--- src/sv/jes_pkg.sv ---
// Shared types and constants of the job execution supervisor.
package jes_pkg;

	// Event kinds as they arrive on the input channel.
	typedef enum logic [2:0] {
		EV_START    = 3'd0,
		EV_ACCEPTED = 3'd1,
		EV_FEEDBACK = 3'd2,
		EV_CANCEL   = 3'd3,
		EV_CHECK    = 3'd4,
		EV_FAIL     = 3'd5,
		EV_BACKEND  = 3'd6,
		EV_RESET    = 3'd7
	} kind_t;

	// Lifecycle phase of the job, also the job_state output coding.
	typedef enum logic [3:0] {
		PH_IDLE      = 4'd0,
		PH_WAIT      = 4'd1,
		PH_EXEC      = 4'd2,
		PH_CANCELING = 4'd3,
		PH_SUCCEEDED = 4'd4,
		PH_REJECTED  = 4'd5,
		PH_FAILED    = 4'd6,
		PH_CANCELED  = 4'd7,
		PH_TIMED_OUT = 4'd8,
		PH_STALE     = 4'd9
	} phase_t;

	// Watchdog event coding.
	typedef enum logic [1:0] {
		WD_NONE     = 2'd0,
		WD_EXEC     = 2'd1,
		WD_STALE    = 2'd2,
		WD_CANCEL   = 2'd3
	} wd_t;

	// Backend terminal results after classification.
	typedef enum logic [2:0] {
		BR_SUCCEEDED = 3'd0,
		BR_REJECTED  = 3'd1,
		BR_CANCELED  = 3'd2,
		BR_ABORTED   = 3'd3,
		BR_UNKNOWN   = 3'd4
	} bres_t;

	// Terminal codes.
	localparam logic [3:0] CODE_NONE      = 4'd0;
	localparam logic [3:0] CODE_SUCCEEDED = 4'd1;
	localparam logic [3:0] CODE_INVALID   = 4'd2;
	localparam logic [3:0] CODE_NOT_READY = 4'd3;
	localparam logic [3:0] CODE_BUSY      = 4'd4;
	localparam logic [3:0] CODE_REJECTED  = 4'd6;
	localparam logic [3:0] CODE_ABORTED   = 4'd7;
	localparam logic [3:0] CODE_CANCELED  = 4'd8;
	localparam logic [3:0] CODE_TIMED_OUT = 4'd9;
	localparam logic [3:0] CODE_STALE     = 4'd10;
	localparam logic [3:0] CODE_INTERNAL  = 4'd11;

	// Cancel causes.
	localparam logic [1:0] CAUSE_OTHER = 2'd0;
	localparam logic [1:0] CAUSE_EXEC  = 2'd1;
	localparam logic [1:0] CAUSE_STALE = 2'd2;

	// Configuration register indexes.
	localparam logic [1:0] REG_DEFAULT_TMO = 2'd0;
	localparam logic [1:0] REG_MAX_TMO     = 2'd1;
	localparam logic [1:0] REG_STALE_TMO   = 2'd2;
	localparam logic [1:0] REG_CANCEL_TMO  = 2'd3;

	// Configuration reset values.
	localparam logic [31:0] RST_DEFAULT_TMO = 32'd300000;
	localparam logic [31:0] RST_MAX_TMO     = 32'd600000;
	localparam logic [31:0] RST_STALE_TMO   = 32'd5000;
	localparam logic [31:0] RST_CANCEL_TMO  = 32'd10000;

	// Depth of the queue between the front and the back.
	localparam int QUEUE_DEPTH = 4;

	// One classified event, without its time stamp.
	typedef struct packed {
		kind_t       kind;
		logic [31:0] timeout;
		logic        fail_ok;
		logic        fail_rej;
		logic [3:0]  fail_code;
		logic [1:0]  cause;
		logic        reason;
		bres_t       bres;
	} event_t;

	// Watchdog limits that the back needs.
	typedef struct packed {
		logic [31:0] stale_tmo;
		logic [31:0] cancel_tmo;
	} wd_cfg_t;

endpackage

--- src/sv/jes_front.sv ---
// Front end: configuration registers and classification of incoming events.
module jes_front import jes_pkg::*; #(
	parameter int TIME_BITS = 32
) (
	input  logic                 clk,
	input  logic                 arst_n,
	input  logic                 cfg_valid,
	output logic                 cfg_ready,
	input  logic [1:0]           cfg_index,
	input  logic [31:0]          cfg_data,
	input  logic [2:0]           kind,
	input  logic [31:0]          now_ticks,
	input  logic [31:0]          requested_timeout,
	input  logic [3:0]           fail_code,
	input  logic [1:0]           cancel_cause,
	input  logic                 reason_given,
	input  logic [2:0]           backend_result,
	output event_t               ev,
	output logic [TIME_BITS-1:0] ev_now,
	output wd_cfg_t              wd_cfg
);

	logic [31:0] default_tmo_q;
	logic [31:0] max_tmo_q;
	logic [31:0] stale_tmo_q;
	logic [31:0] cancel_tmo_q;

	assign cfg_ready = 1'b1;

	always_ff @(posedge clk or negedge arst_n) begin
		if (!arst_n) begin
			default_tmo_q <= RST_DEFAULT_TMO;
			max_tmo_q     <= RST_MAX_TMO;
			stale_tmo_q   <= RST_STALE_TMO;
			cancel_tmo_q  <= RST_CANCEL_TMO;
		end else if (cfg_valid) begin
			unique case (cfg_index)
				REG_DEFAULT_TMO: default_tmo_q <= cfg_data;
				REG_MAX_TMO:     max_tmo_q     <= cfg_data;
				REG_STALE_TMO:   stale_tmo_q   <= cfg_data;
				REG_CANCEL_TMO:  cancel_tmo_q  <= cfg_data;
			endcase
		end
	end

	assign wd_cfg.stale_tmo  = stale_tmo_q;
	assign wd_cfg.cancel_tmo = cancel_tmo_q;

	// Time stamps wrap at the configured time width.
	assign ev_now = TIME_BITS'(now_ticks);

	always_comb begin
		ev.kind      = kind_t'(kind);
		ev.fail_code = fail_code;
		ev.reason    = reason_given;

		// A zero request takes the default; anything else is clamped to the maximum.
		if (requested_timeout == 32'd0) begin
			ev.timeout = default_tmo_q;
		end else if (requested_timeout < max_tmo_q) begin
			ev.timeout = requested_timeout;
		end else begin
			ev.timeout = max_tmo_q;
		end

		ev.fail_ok  = reason_given && (fail_code >= CODE_INVALID) &&
			(fail_code <= CODE_INTERNAL);
		ev.fail_rej = (fail_code == CODE_INVALID) || (fail_code == CODE_NOT_READY) ||
			(fail_code == CODE_BUSY) || (fail_code == CODE_REJECTED);

		// The unused cause code counts as other.
		ev.cause = (cancel_cause == CAUSE_EXEC || cancel_cause == CAUSE_STALE) ?
			cancel_cause : CAUSE_OTHER;

		unique case (backend_result)
			BR_SUCCEEDED: ev.bres = BR_SUCCEEDED;
			BR_REJECTED:  ev.bres = BR_REJECTED;
			BR_CANCELED:  ev.bres = BR_CANCELED;
			BR_ABORTED:   ev.bres = BR_ABORTED;
			default:      ev.bres = BR_UNKNOWN;
		endcase
	end

endmodule

--- src/sv/jes_queue.sv ---
// Short queue of classified events between the front and the back.
module jes_queue import jes_pkg::*; #(
	parameter int WIDTH = 8
) (
	input  logic             clk,
	input  logic             arst_n,
	input  logic             wr_valid,
	output logic             wr_ready,
	input  logic [WIDTH-1:0] wr_data,
	output logic             rd_valid,
	input  logic             rd_ready,
	output logic [WIDTH-1:0] rd_data
);

	localparam int PTR_W = (QUEUE_DEPTH > 1) ? $clog2(QUEUE_DEPTH) : 1;
	localparam int CNT_W = $clog2(QUEUE_DEPTH + 1);

	logic [WIDTH-1:0] mem_q [QUEUE_DEPTH];
	logic [PTR_W-1:0] wr_ptr_q;
	logic [PTR_W-1:0] rd_ptr_q;
	logic [CNT_W-1:0] count_q;
	logic             push;
	logic             pop;

	assign wr_ready = (count_q != CNT_W'(QUEUE_DEPTH));
	assign rd_valid = (count_q != '0);
	assign rd_data  = mem_q[rd_ptr_q];
	assign push     = wr_valid && wr_ready;
	assign pop      = rd_valid && rd_ready;

	always_ff @(posedge clk) begin
		if (push) begin
			mem_q[wr_ptr_q] <= wr_data;
		end
	end

	always_ff @(posedge clk or negedge arst_n) begin
		if (!arst_n) begin
			wr_ptr_q <= '0;
			rd_ptr_q <= '0;
			count_q  <= '0;
		end else begin
			if (push) begin
				wr_ptr_q <= (wr_ptr_q == PTR_W'(QUEUE_DEPTH - 1)) ? '0 : wr_ptr_q + 1'b1;
			end
			if (pop) begin
				rd_ptr_q <= (rd_ptr_q == PTR_W'(QUEUE_DEPTH - 1)) ? '0 : rd_ptr_q + 1'b1;
			end
			if (push && !pop) begin
				count_q <= count_q + 1'b1;
			end else if (pop && !push) begin
				count_q <= count_q - 1'b1;
			end
		end
	end

	cnt_in_range: assert property (@(posedge clk) disable iff (!arst_n)
		count_q <= CNT_W'(QUEUE_DEPTH))
		else $error("queue count beyond depth");

	cnt_tracks: assert property (@(posedge clk) disable iff (!arst_n)
		(push && !pop) |=> (count_q == $past(count_q) + 1'b1))
		else $error("queue count missed a push");

endmodule

--- src/sv/jes_back.sv ---
// Back end: job state, watchdogs and the registered result.
module jes_back import jes_pkg::*; #(
	parameter int TIME_BITS = 32
) (
	input  logic                 clk,
	input  logic                 arst_n,
	input  logic                 q_valid,
	output logic                 q_ready,
	input  event_t               ev,
	input  logic [TIME_BITS-1:0] now,
	input  wd_cfg_t              wd_cfg,
	output logic                 out_valid,
	input  logic                 out_ready,
	output logic                 accepted,
	output logic [1:0]           watchdog_event,
	output logic [3:0]           job_state,
	output logic [3:0]           exit_code,
	output logic                 is_terminal,
	output logic                 release_owner,
	output logic                 backend_pending,
	output logic                 cancel_flag,
	output logic [31:0]          limit_ticks
);

	localparam int CW = (TIME_BITS > 32) ? TIME_BITS : 32;

	phase_t               phase_q, n_phase;
	logic [3:0]           code_q, n_code;
	logic                 cancel_q, n_cancel;
	logic                 term_q, n_term;
	logic                 rel_q, n_rel;
	logic                 pend_q, n_pend;
	logic                 bk_q, n_bk;
	logic [31:0]          limit_q, n_limit;
	logic [TIME_BITS-1:0] acc_time_q, n_acc_time;
	logic [TIME_BITS-1:0] fb_time_q, n_fb_time;
	logic [TIME_BITS-1:0] can_time_q, n_can_time;
	logic [TIME_BITS-1:0] ev_time_q, n_ev_time;
	logic [1:0]           cause_q, n_cause;
	logic                 n_acc;
	wd_t                  n_wd;

	logic                 out_valid_q;
	logic                 acc_q;
	wd_t                  wd_q;

	logic                 pop;
	logic                 ge_ev, gt_ev, ge_fb;
	logic                 can_ok;
	logic                 age_over, stale_over, cancel_over;
	logic [TIME_BITS-1:0] d_acc, d_fb, d_can;

	assign pop     = q_valid && (!out_valid_q || out_ready);
	assign q_ready = !out_valid_q || out_ready;

	// Elapsed times wrap at the time width, as the time stamps do.
	assign d_acc = now - acc_time_q;
	assign d_fb  = now - fb_time_q;
	assign d_can = now - can_time_q;

	assign ge_ev       = now >= ev_time_q;
	assign gt_ev       = now > ev_time_q;
	assign ge_fb       = now >= fb_time_q;
	assign age_over    = CW'(d_acc) > CW'(limit_q);
	assign stale_over  = CW'(d_fb) > CW'(wd_cfg.stale_tmo);
	assign cancel_over = CW'(d_can) > CW'(wd_cfg.cancel_tmo);
	assign can_ok      = (phase_q == PH_WAIT || phase_q == PH_EXEC) && !cancel_q && ge_ev;

	always_comb begin
		n_phase    = phase_q;
		n_code     = code_q;
		n_cancel   = cancel_q;
		n_term     = term_q;
		n_rel      = rel_q;
		n_pend     = pend_q;
		n_bk       = bk_q;
		n_limit    = limit_q;
		n_acc_time = acc_time_q;
		n_fb_time  = fb_time_q;
		n_can_time = can_time_q;
		n_ev_time  = ev_time_q;
		n_cause    = cause_q;
		n_acc      = 1'b0;
		n_wd       = WD_NONE;

		unique case (ev.kind)
			EV_START: begin
				if (phase_q == PH_IDLE) begin
					n_phase    = PH_WAIT;
					n_code     = CODE_NONE;
					n_cancel   = 1'b0;
					n_term     = 1'b0;
					n_rel      = 1'b0;
					n_pend     = 1'b0;
					n_bk       = 1'b0;
					n_cause    = CAUSE_OTHER;
					n_can_time = '0;
					n_limit    = ev.timeout;
					n_acc_time = now;
					n_fb_time  = now;
					n_ev_time  = now;
					n_acc      = 1'b1;
				end
			end
			EV_ACCEPTED: begin
				if (phase_q == PH_WAIT && ge_ev) begin
					n_phase    = PH_EXEC;
					n_bk       = 1'b1;
					n_acc_time = now;
					n_fb_time  = now;
					n_ev_time  = now;
					n_acc      = 1'b1;
				end
			end
			EV_FEEDBACK: begin
				if ((phase_q == PH_EXEC || phase_q == PH_CANCELING) && ge_fb) begin
					n_fb_time = now;
					if (gt_ev) begin
						n_ev_time = now;
					end
					n_acc = 1'b1;
				end
			end
			EV_CANCEL: begin
				if (ev.reason && can_ok) begin
					n_phase    = PH_CANCELING;
					n_cancel   = 1'b1;
					n_cause    = ev.cause;
					n_can_time = now;
					n_ev_time  = now;
					n_acc      = 1'b1;
				end
			end
			EV_CHECK: begin
				if (ge_ev) begin
					n_acc = 1'b1;
					if (phase_q == PH_EXEC && bk_q && (age_over || stale_over)) begin
						// The age watchdog wins over the stale one.
						n_wd = age_over ? WD_EXEC : WD_STALE;
						if (can_ok) begin
							n_phase    = PH_CANCELING;
							n_cancel   = 1'b1;
							n_cause    = age_over ? CAUSE_EXEC : CAUSE_STALE;
							n_can_time = now;
							n_ev_time  = now;
						end
					end else if (phase_q == PH_CANCELING && cancel_over) begin
						// Forced end; the backend result is still owed.
						n_phase = (cause_q == CAUSE_STALE) ? PH_STALE : PH_TIMED_OUT;
						n_code  = (cause_q == CAUSE_STALE) ? CODE_STALE : CODE_TIMED_OUT;
						n_term  = 1'b1;
						n_rel   = 1'b0;
						n_pend  = 1'b1;
						n_wd    = WD_CANCEL;
					end
				end
			end
			EV_FAIL: begin
				if (phase_q == PH_WAIT && ev.fail_ok) begin
					n_phase = ev.fail_rej ? PH_REJECTED : PH_FAILED;
					n_code  = ev.fail_code;
					n_term  = 1'b1;
					n_rel   = 1'b1;
					n_acc   = 1'b1;
				end
			end
			EV_BACKEND: begin
				if (pend_q) begin
					n_pend = 1'b0;
					n_rel  = 1'b1;
					n_acc  = 1'b1;
				end else if (!term_q && phase_q != PH_IDLE) begin
					n_term = 1'b1;
					n_rel  = 1'b1;
					n_acc  = 1'b1;
					unique case (ev.bres)
						BR_SUCCEEDED: begin
							n_phase = PH_SUCCEEDED;
							n_code  = CODE_SUCCEEDED;
						end
						BR_REJECTED: begin
							n_phase = PH_REJECTED;
							n_code  = CODE_REJECTED;
						end
						BR_CANCELED: begin
							if (cause_q == CAUSE_EXEC) begin
								n_phase = PH_TIMED_OUT;
								n_code  = CODE_TIMED_OUT;
							end else if (cause_q == CAUSE_STALE) begin
								n_phase = PH_STALE;
								n_code  = CODE_STALE;
							end else begin
								n_phase = PH_CANCELED;
								n_code  = CODE_CANCELED;
							end
						end
						BR_ABORTED: begin
							n_phase = PH_FAILED;
							n_code  = CODE_ABORTED;
						end
						default: begin
							n_phase = PH_FAILED;
							n_code  = CODE_INTERNAL;
						end
					endcase
				end
			end
			default: begin
				n_phase    = PH_IDLE;
				n_code     = CODE_NONE;
				n_cancel   = 1'b0;
				n_term     = 1'b0;
				n_rel      = 1'b0;
				n_pend     = 1'b0;
				n_bk       = 1'b0;
				n_cause    = CAUSE_OTHER;
				n_limit    = '0;
				n_acc_time = '0;
				n_fb_time  = '0;
				n_can_time = '0;
				n_ev_time  = '0;
				n_acc      = 1'b1;
			end
		endcase
	end

	always_ff @(posedge clk or negedge arst_n) begin
		if (!arst_n) begin
			phase_q    <= PH_IDLE;
			code_q     <= CODE_NONE;
			cancel_q   <= 1'b0;
			term_q     <= 1'b0;
			rel_q      <= 1'b0;
			pend_q     <= 1'b0;
			bk_q       <= 1'b0;
			limit_q    <= '0;
			acc_time_q <= '0;
			fb_time_q  <= '0;
			can_time_q <= '0;
			ev_time_q  <= '0;
			cause_q    <= CAUSE_OTHER;
		end else if (pop) begin
			phase_q    <= n_phase;
			code_q     <= n_code;
			cancel_q   <= n_cancel;
			term_q     <= n_term;
			rel_q      <= n_rel;
			pend_q     <= n_pend;
			bk_q       <= n_bk;
			limit_q    <= n_limit;
			acc_time_q <= n_acc_time;
			fb_time_q  <= n_fb_time;
			can_time_q <= n_can_time;
			ev_time_q  <= n_ev_time;
			cause_q    <= n_cause;
		end
	end

	always_ff @(posedge clk or negedge arst_n) begin
		if (!arst_n) begin
			out_valid_q <= 1'b0;
		end else if (pop) begin
			out_valid_q <= 1'b1;
		end else if (out_ready) begin
			out_valid_q <= 1'b0;
		end
	end

	// The result fields that are not job state are held with the beat.
	always_ff @(posedge clk) begin
		if (pop) begin
			acc_q <= n_acc;
			wd_q  <= n_wd;
		end
	end

	assign out_valid       = out_valid_q;
	assign accepted        = acc_q;
	assign watchdog_event  = wd_q;
	assign job_state       = phase_q;
	assign exit_code       = code_q;
	assign is_terminal     = term_q;
	assign release_owner   = rel_q;
	assign backend_pending = pend_q;
	assign cancel_flag     = cancel_q;
	assign limit_ticks     = limit_q;

	pend_needs_term: assert property (@(posedge clk) disable iff (!arst_n)
		pend_q |-> (term_q && !rel_q))
		else $error("backend pending without a withheld terminal outcome");

	term_phase: assert property (@(posedge clk) disable iff (!arst_n)
		term_q |-> (phase_q != PH_IDLE && phase_q != PH_WAIT &&
			phase_q != PH_EXEC && phase_q != PH_CANCELING))
		else $error("terminal flag in a live phase");

	wd_means_acc: assert property (@(posedge clk) disable iff (!arst_n)
		(out_valid_q && wd_q != WD_NONE) |-> acc_q)
		else $error("watchdog event on an ignored check");

	cancel_not_idle: assert property (@(posedge clk) disable iff (!arst_n)
		cancel_q |-> (phase_q != PH_IDLE))
		else $error("cancel flag while idle");

endmodule

--- src/sv/job_execution_supervisor_unit.sv ---
// Top level of the job execution supervisor.
//
// Usage: events enter on the in_valid/in_ready channel, one beat per event,
// with the kind, time stamp and kind-specific fields on their own ports.
// Each event yields exactly one result beat on out_valid/out_ready, in order.
// The four watchdog and timeout registers are written through the
// cfg_valid/cfg_ready channel (index 0 default timeout, 1 maximum timeout,
// 2 stale feedback limit, 3 cancel limit); cfg_ready is always high and
// writes belong in quiet periods with no events in flight.
// An accepted event is written into the queue; the back end takes it from
// the queue once nothing waits ahead of it and no result is held back, and
// registers its result, which is presented until the receiver takes it.
// Throughput: one event per cycle while results are taken, set by the update in
// the back end, which compares the time stamp against all stored times in
// parallel. The front end classifies an event as it is accepted and places
// it in a four-beat queue, so input keeps flowing while a result waits to be
// taken; when the receiver holds out_ready low the presented result stays
// unchanged, up to four more events collect, and then in_ready falls.
// Reset (arst_n low) empties the queue, drops any pending result, returns
// the job to idle and reloads the registers with their default values.
module job_execution_supervisor_unit import jes_pkg::*; #(
	parameter int TIME_BITS = 32
) (
	input  logic        clk,
	input  logic        arst_n,
	input  logic        cfg_valid,
	output logic        cfg_ready,
	input  logic [1:0]  cfg_index,
	input  logic [31:0] cfg_data,
	input  logic        in_valid,
	output logic        in_ready,
	input  logic [2:0]  kind,
	input  logic [31:0] now_ticks,
	input  logic [31:0] requested_timeout,
	input  logic [3:0]  fail_code,
	input  logic [1:0]  cancel_cause,
	input  logic        reason_given,
	input  logic [2:0]  backend_result,
	output logic        out_valid,
	input  logic        out_ready,
	output logic        accepted,
	output logic [1:0]  watchdog_event,
	output logic [3:0]  job_state,
	output logic [3:0]  exit_code,
	output logic        is_terminal,
	output logic        release_owner,
	output logic        backend_pending,
	output logic        cancel_flag,
	output logic [31:0] limit_ticks
);

	localparam int EV_W = $bits(event_t);
	localparam int Q_W  = EV_W + TIME_BITS;

	event_t               front_ev;
	logic [TIME_BITS-1:0] front_now;
	wd_cfg_t              wd_cfg;

	logic                 q_valid;
	logic                 q_ready;
	logic [Q_W-1:0]       q_data;

	// The front end holds the registers and decodes each beat as it arrives.
	jes_front #(
		.TIME_BITS(TIME_BITS)
	) u_front (
		.clk               (clk),
		.arst_n            (arst_n),
		.cfg_valid         (cfg_valid),
		.cfg_ready         (cfg_ready),
		.cfg_index         (cfg_index),
		.cfg_data          (cfg_data),
		.kind              (kind),
		.now_ticks         (now_ticks),
		.requested_timeout (requested_timeout),
		.fail_code         (fail_code),
		.cancel_cause      (cancel_cause),
		.reason_given      (reason_given),
		.backend_result    (backend_result),
		.ev                (front_ev),
		.ev_now            (front_now),
		.wd_cfg            (wd_cfg)
	);

	// Classified events wait here until the back end can take them.
	jes_queue #(
		.WIDTH(Q_W)
	) u_queue (
		.clk      (clk),
		.arst_n   (arst_n),
		.wr_valid (in_valid),
		.wr_ready (in_ready),
		.wr_data  ({front_now, front_ev}),
		.rd_valid (q_valid),
		.rd_ready (q_ready),
		.rd_data  (q_data)
	);

	// The back end applies one event per cycle while results are taken, and registers its result.
	jes_back #(
		.TIME_BITS(TIME_BITS)
	) u_back (
		.clk             (clk),
		.arst_n          (arst_n),
		.q_valid         (q_valid),
		.q_ready         (q_ready),
		.ev              (event_t'(q_data[EV_W-1:0])),
		.now             (q_data[Q_W-1:EV_W]),
		.wd_cfg          (wd_cfg),
		.out_valid       (out_valid),
		.out_ready       (out_ready),
		.accepted        (accepted),
		.watchdog_event  (watchdog_event),
		.job_state       (job_state),
		.exit_code       (exit_code),
		.is_terminal     (is_terminal),
		.release_owner   (release_owner),
		.backend_pending (backend_pending),
		.cancel_flag     (cancel_flag),
		.limit_ticks     (limit_ticks)
	);

endmodule

--- config.mk ---
export PLATFORM = sky130hd
export DESIGN_NAME = job_execution_supervisor_unit
export DESIGN_NICKNAME = d
export VERILOG_FILES = /design/src/sv/jes_pkg.sv /design/src/sv/jes_front.sv /design/src/sv/jes_queue.sv /design/src/sv/jes_back.sv /design/src/sv/job_execution_supervisor_unit.sv
export SDC_FILE = /design/constraint.sdc
export NUM_CORES = 1
export LEC_CHECK = 0
export ABC_AREA = 1
export BUFFER_PORTS_ARGS = -buffer_cell sky130_fd_sc_hd__buf_2
export CORE_MARGIN = 4
export CORE_UTILIZATION = 45
export CTS_BUF_LIST = sky130_fd_sc_hd__clkbuf_4
export DETAILED_ROUTE_END_ITERATION = 6
export GPL_TIMING_DRIVEN = 0
export MAX_ROUTING_LAYER = met4
export PLACE_DENSITY_LB_ADDON = 0.08
export SYNTH_ARGS = -nofsm -noshare
export SYNTH_HDL_FRONTEND = slang
export SYNTH_SLANG_ARGS = --single-unit
--- constraint.sdc ---
create_clock -name clk -period 12.33 [get_ports clk]
set_input_delay 1.233 -clock clk [delete_from_list [all_inputs] [get_ports clk]]
set_output_delay 1.233 -clock clk [all_outputs]
set_load 0.1 [all_outputs]
==> out/qor.csv <==
metric;value;unit
outcome;complete, but fails checks;
failing checks;slew limit;
sum of net half-perimeters after detailed placement;82.3;mm
count of max-cap constraint violations;0;
height of the die;287;um
worst hold path class;primary input to async pin;
setup slack of the worst register-to-register path;4.51;ns
CTS H-Tree Depth;4;
slew at the pin closest to its max-slew limit;1.59;ns
Synth Register Bits;630;
maximum number of pins on one net before global-route repair;108;
fraction of final layout cells with drive strength greater than 1;0.137;
Longest Clk Path Bufs;3;
Post-Synthesis Cells;3946;
I/O pins;166;
clock latency of the later-clocked register in the worst-skew pair;1.01;ns
combined global-route utilization of all metal layers;0.271;
area share of the largest cell type after synthesis;0.273;
initial standard-cell utilization of the core;0.453;
floorplan die width;287;um
number of warnings printed during yosys synthesis;0;
Remaining DRCs;0;
post_cts resized;0;
vias in the first global route;27675;
post-synthesis cell type count;61;
CTS Hold Buffers Added;0;
cell with the largest stage delay on the worst path;sky130_fd_sc_hd__a32oi_1;
Critical Path Start Type;flop;
initial antenna violation count;3;
average size of a mapped cell;8.88;um^2
synthesized net count;4335;
top cell type by total area after synthesis;sky130_fd_sc_hd__edfxtp_1;
Iteration-0 DRC Markers;2152;
FP Rows;102;
per-cell via count in the routed design;5.22;
total number of vias;28626;
clock-pin transition on the worst setup and hold timing paths;0.07;ns
Most Frequent Cell on Critical Path;sky130_fd_sc_hd__nand2_1;
wire length of the first global-routing pass;165;mm
Worst Path Required;13.21;ns
layout-stage area growth over the synthesis result;13.6;%
CP Data Arrival Time;8.70;ns
number of buffers added by the clock tree synthesis step;170;
critical path start-end classification;flop to flop;
count of port buffers added during placement;164;
count of pins over their slew limit;26;
combined area of the multi-input logic cells;0.0152;mm^2
router iterations before antenna repair;5;
Critical Path Sink Type;flop;
total length of routed wires;108;mm
sink count of the clock tree;630;
Clock Root Buffer;sky130_fd_sc_hd__clkbuf_4;
Setup Buffers After CTS;0;
EDFF count, synth;319;
asr flop ratio synth;0.494;
total overflow reported by the global router;0;
clock tree skew after final layout;0.0675;ns
final net count;4695;
combined area of all synthesized cells;0.0351;mm^2
average detailed-routed wire length per instance;19.8;um
Die ar.;0.0824;mm^2
sequential element share of the synthesized area;0.496;
TritonCTS clock tree;yes;
part of the cycle the worst path needs;0.634;
max_slew headroom;-0.0608;
core area;0.0773;mm^2
total count of hold-check failures in the final report;0;
area taken by flip-flops and latches;0.0174;mm^2
Tmin final;7.82;ns
final setup violation count;0;
main area contributors after synthesis;sky130_fd_sc_hd__edfxtp_1 27%, sky130_fd_sc_hd__dfrtp_1 20%, sky130_fd_sc_hd__nand2_1 10%, sky130_fd_sc_hd__ha_1 9.6%, sky130_fd_sc_hd__inv_1 4.9%;
number of filler instances in the final layout;7654;
achievable frequency;128;MHz
RSZ-0062 raised after global routing;no;
most used flip-flop cell after synthesis;sky130_fd_sc_hd__edfxtp_1;
CP max stage delay;1.19;ns
setup_tns;0;ns
GPL Wtd Cong;0.919;
count of nets left with antenna violations after detail routing;0;
worst-path maximum fanout;10;
-- sequential cells by signal, summed over array words and instances (netlist names), 2 cells and up --
name                   count
u_queue.mem_q            316
u_back.acc_time_q         32
u_back.cause_q             2
u_back.exit_code           4
u_front.stale_tmo_q       32
u_queue.wr_ptr_q           2
u_back.watchdog_event      2
u_front.default_tmo_q     32
u_back.fb_time_q          32
u_front.max_tmo_q         32
u_front.cancel_tmo_q      32
u_queue.count_q            3
u_back.job_state           4
u_back.limit_ticks        32
u_queue.rd_ptr_q           2
u_back.ev_time_q          32
u_back.can_time_q         32
-- cells in the mapped netlist (60+ instances only) --
cell	n
sky130_fd_sc_hd__nand2_1	963
sky130_fd_sc_hd__inv_1	458
sky130_fd_sc_hd__o21ai_0	324
sky130_fd_sc_hd__edfxtp_1	319
sky130_fd_sc_hd__dfrtp_1	285
sky130_fd_sc_hd__a21oi_1	271
sky130_fd_sc_hd__ha_1	269
sky130_fd_sc_hd__nor2_1	229
sky130_fd_sc_hd__nand3_1	211
sky130_fd_sc_hd__nand4_1	93
sky130_fd_sc_hd__xor2_1	61
sky130_fd_sc_hd__clkbuf_1	60
-- worst max-delay path, delay by kind of cell (launching register included) --
kind	cells	cell delay [ns]
compound gates	7	2.71
simple gates	16	2.39
buf+inv	7	1.41
fa+ha+maj	2	0.77
flops	1	0.41
-- per-layer routing --
layer | global-route usage | vias up | part of all wire
li1 | - | 14153 | -
met1 | 0.377 | 13478 | 0.46
met2 | 0.406 | 840 | 0.45
met3 | 0.0435 | 155 | 0.059
met4 | 0.0937 | 0 | 0.032
met5 | - | - | 0
-- per-stage QoR --
step	setup WS, ns	std cells	instance area [um^2]	hold WS (ns)	utilization
floorplan	6.95	3946	35100	0.442	-
global placement	3.60	5150	37200	0.454	0.481
detailed placement	4.58	5174	37600	0.458	0.486
CTS	4.55	5479	39800	0.237	0.515
finish	4.51	5486	39800	0.316	0.515
global route	3.91	5482	39800	0.307	0.515
-- cells in the final DEF (no fill, tap or decap), types with 6 or more instances in the layout --
cell type and n:
sky130_fd_sc_hd__a21o_1 16, sky130_fd_sc_hd__a21oi_1 271, sky130_fd_sc_hd__a31oi_1 10, sky130_fd_sc_hd__a32oi_1 32
sky130_fd_sc_hd__buf_1 18, sky130_fd_sc_hd__buf_12 10, sky130_fd_sc_hd__buf_2 201, sky130_fd_sc_hd__buf_4 28
sky130_fd_sc_hd__buf_6 8, sky130_fd_sc_hd__clkbuf_1 60, sky130_fd_sc_hd__clkbuf_4 253, sky130_fd_sc_hd__clkinv_1 34
sky130_fd_sc_hd__clkinv_2 6, sky130_fd_sc_hd__dfrtp_1 285, sky130_fd_sc_hd__dfstp_2 26, sky130_fd_sc_hd__diode_2 7
sky130_fd_sc_hd__edfxtp_1 319, sky130_fd_sc_hd__ha_1 269, sky130_fd_sc_hd__inv_1 458, sky130_fd_sc_hd__inv_2 11
sky130_fd_sc_hd__nand2_1 963, sky130_fd_sc_hd__nand2_2 9, sky130_fd_sc_hd__nand3_1 211, sky130_fd_sc_hd__nand3b_1 6
sky130_fd_sc_hd__nand4_1 93, sky130_fd_sc_hd__nor2_1 225, sky130_fd_sc_hd__nor2_4 10, sky130_fd_sc_hd__nor3_1 20
sky130_fd_sc_hd__nor4_1 18, sky130_fd_sc_hd__o211ai_1 7, sky130_fd_sc_hd__o21a_1 10, sky130_fd_sc_hd__o21ai_0 324
sky130_fd_sc_hd__o21ai_1 44, sky130_fd_sc_hd__o21bai_1 13, sky130_fd_sc_hd__xnor2_1 29, sky130_fd_sc_hd__xor2_1 61
-- final cells by class --
type	count	share of cell area
diodes	7	0.000440
multi-input cells	2702	0.382
clock buffers	253	0.0477
plain buffers	144	0.0178
inverters	470	0.0444
clock inverters	52	0.00729
well taps	1040	0.0327
flip-flops and latches	630	0.437
repair buffers	188	0.0307
-- kinds of logic after synthesis --
group / count (synthesis) / synth area share
and+or+nand+nor: 1581 / 0.194
buffers and inverters: 614 / 0.0707
other: 1 / 0.000107
xor gates and xnor gates: 90 / 0.0225
adders and majority gates: 273 / 0.0983
DFF: 630 / 0.496
AOI/OAI and AO/OA: 757 / 0.118
-- path summary, 6_finish.rpt --
check / start / endpoint / depth (start not counted)
max: u_queue.rd_ptr_q[0] / u_back.cause_q[0] / 32
min: arst_n / u_back.ev_time_q[29] / 1
max reg2reg: u_queue.rd_ptr_q[0] / u_back.cause_q[0] / 32
min reg2reg: u_back.ev_time_q[27] / u_back.ev_time_q[27] / 2
max in group asynchronous: arst_n / u_back.limit_ticks[23] / 2
min in group clk: out_ready / u_back.out_valid / 2
Power is not shown: default switching activity piles up to over one toggle a cycle in this logic, so the estimate is an artifact.
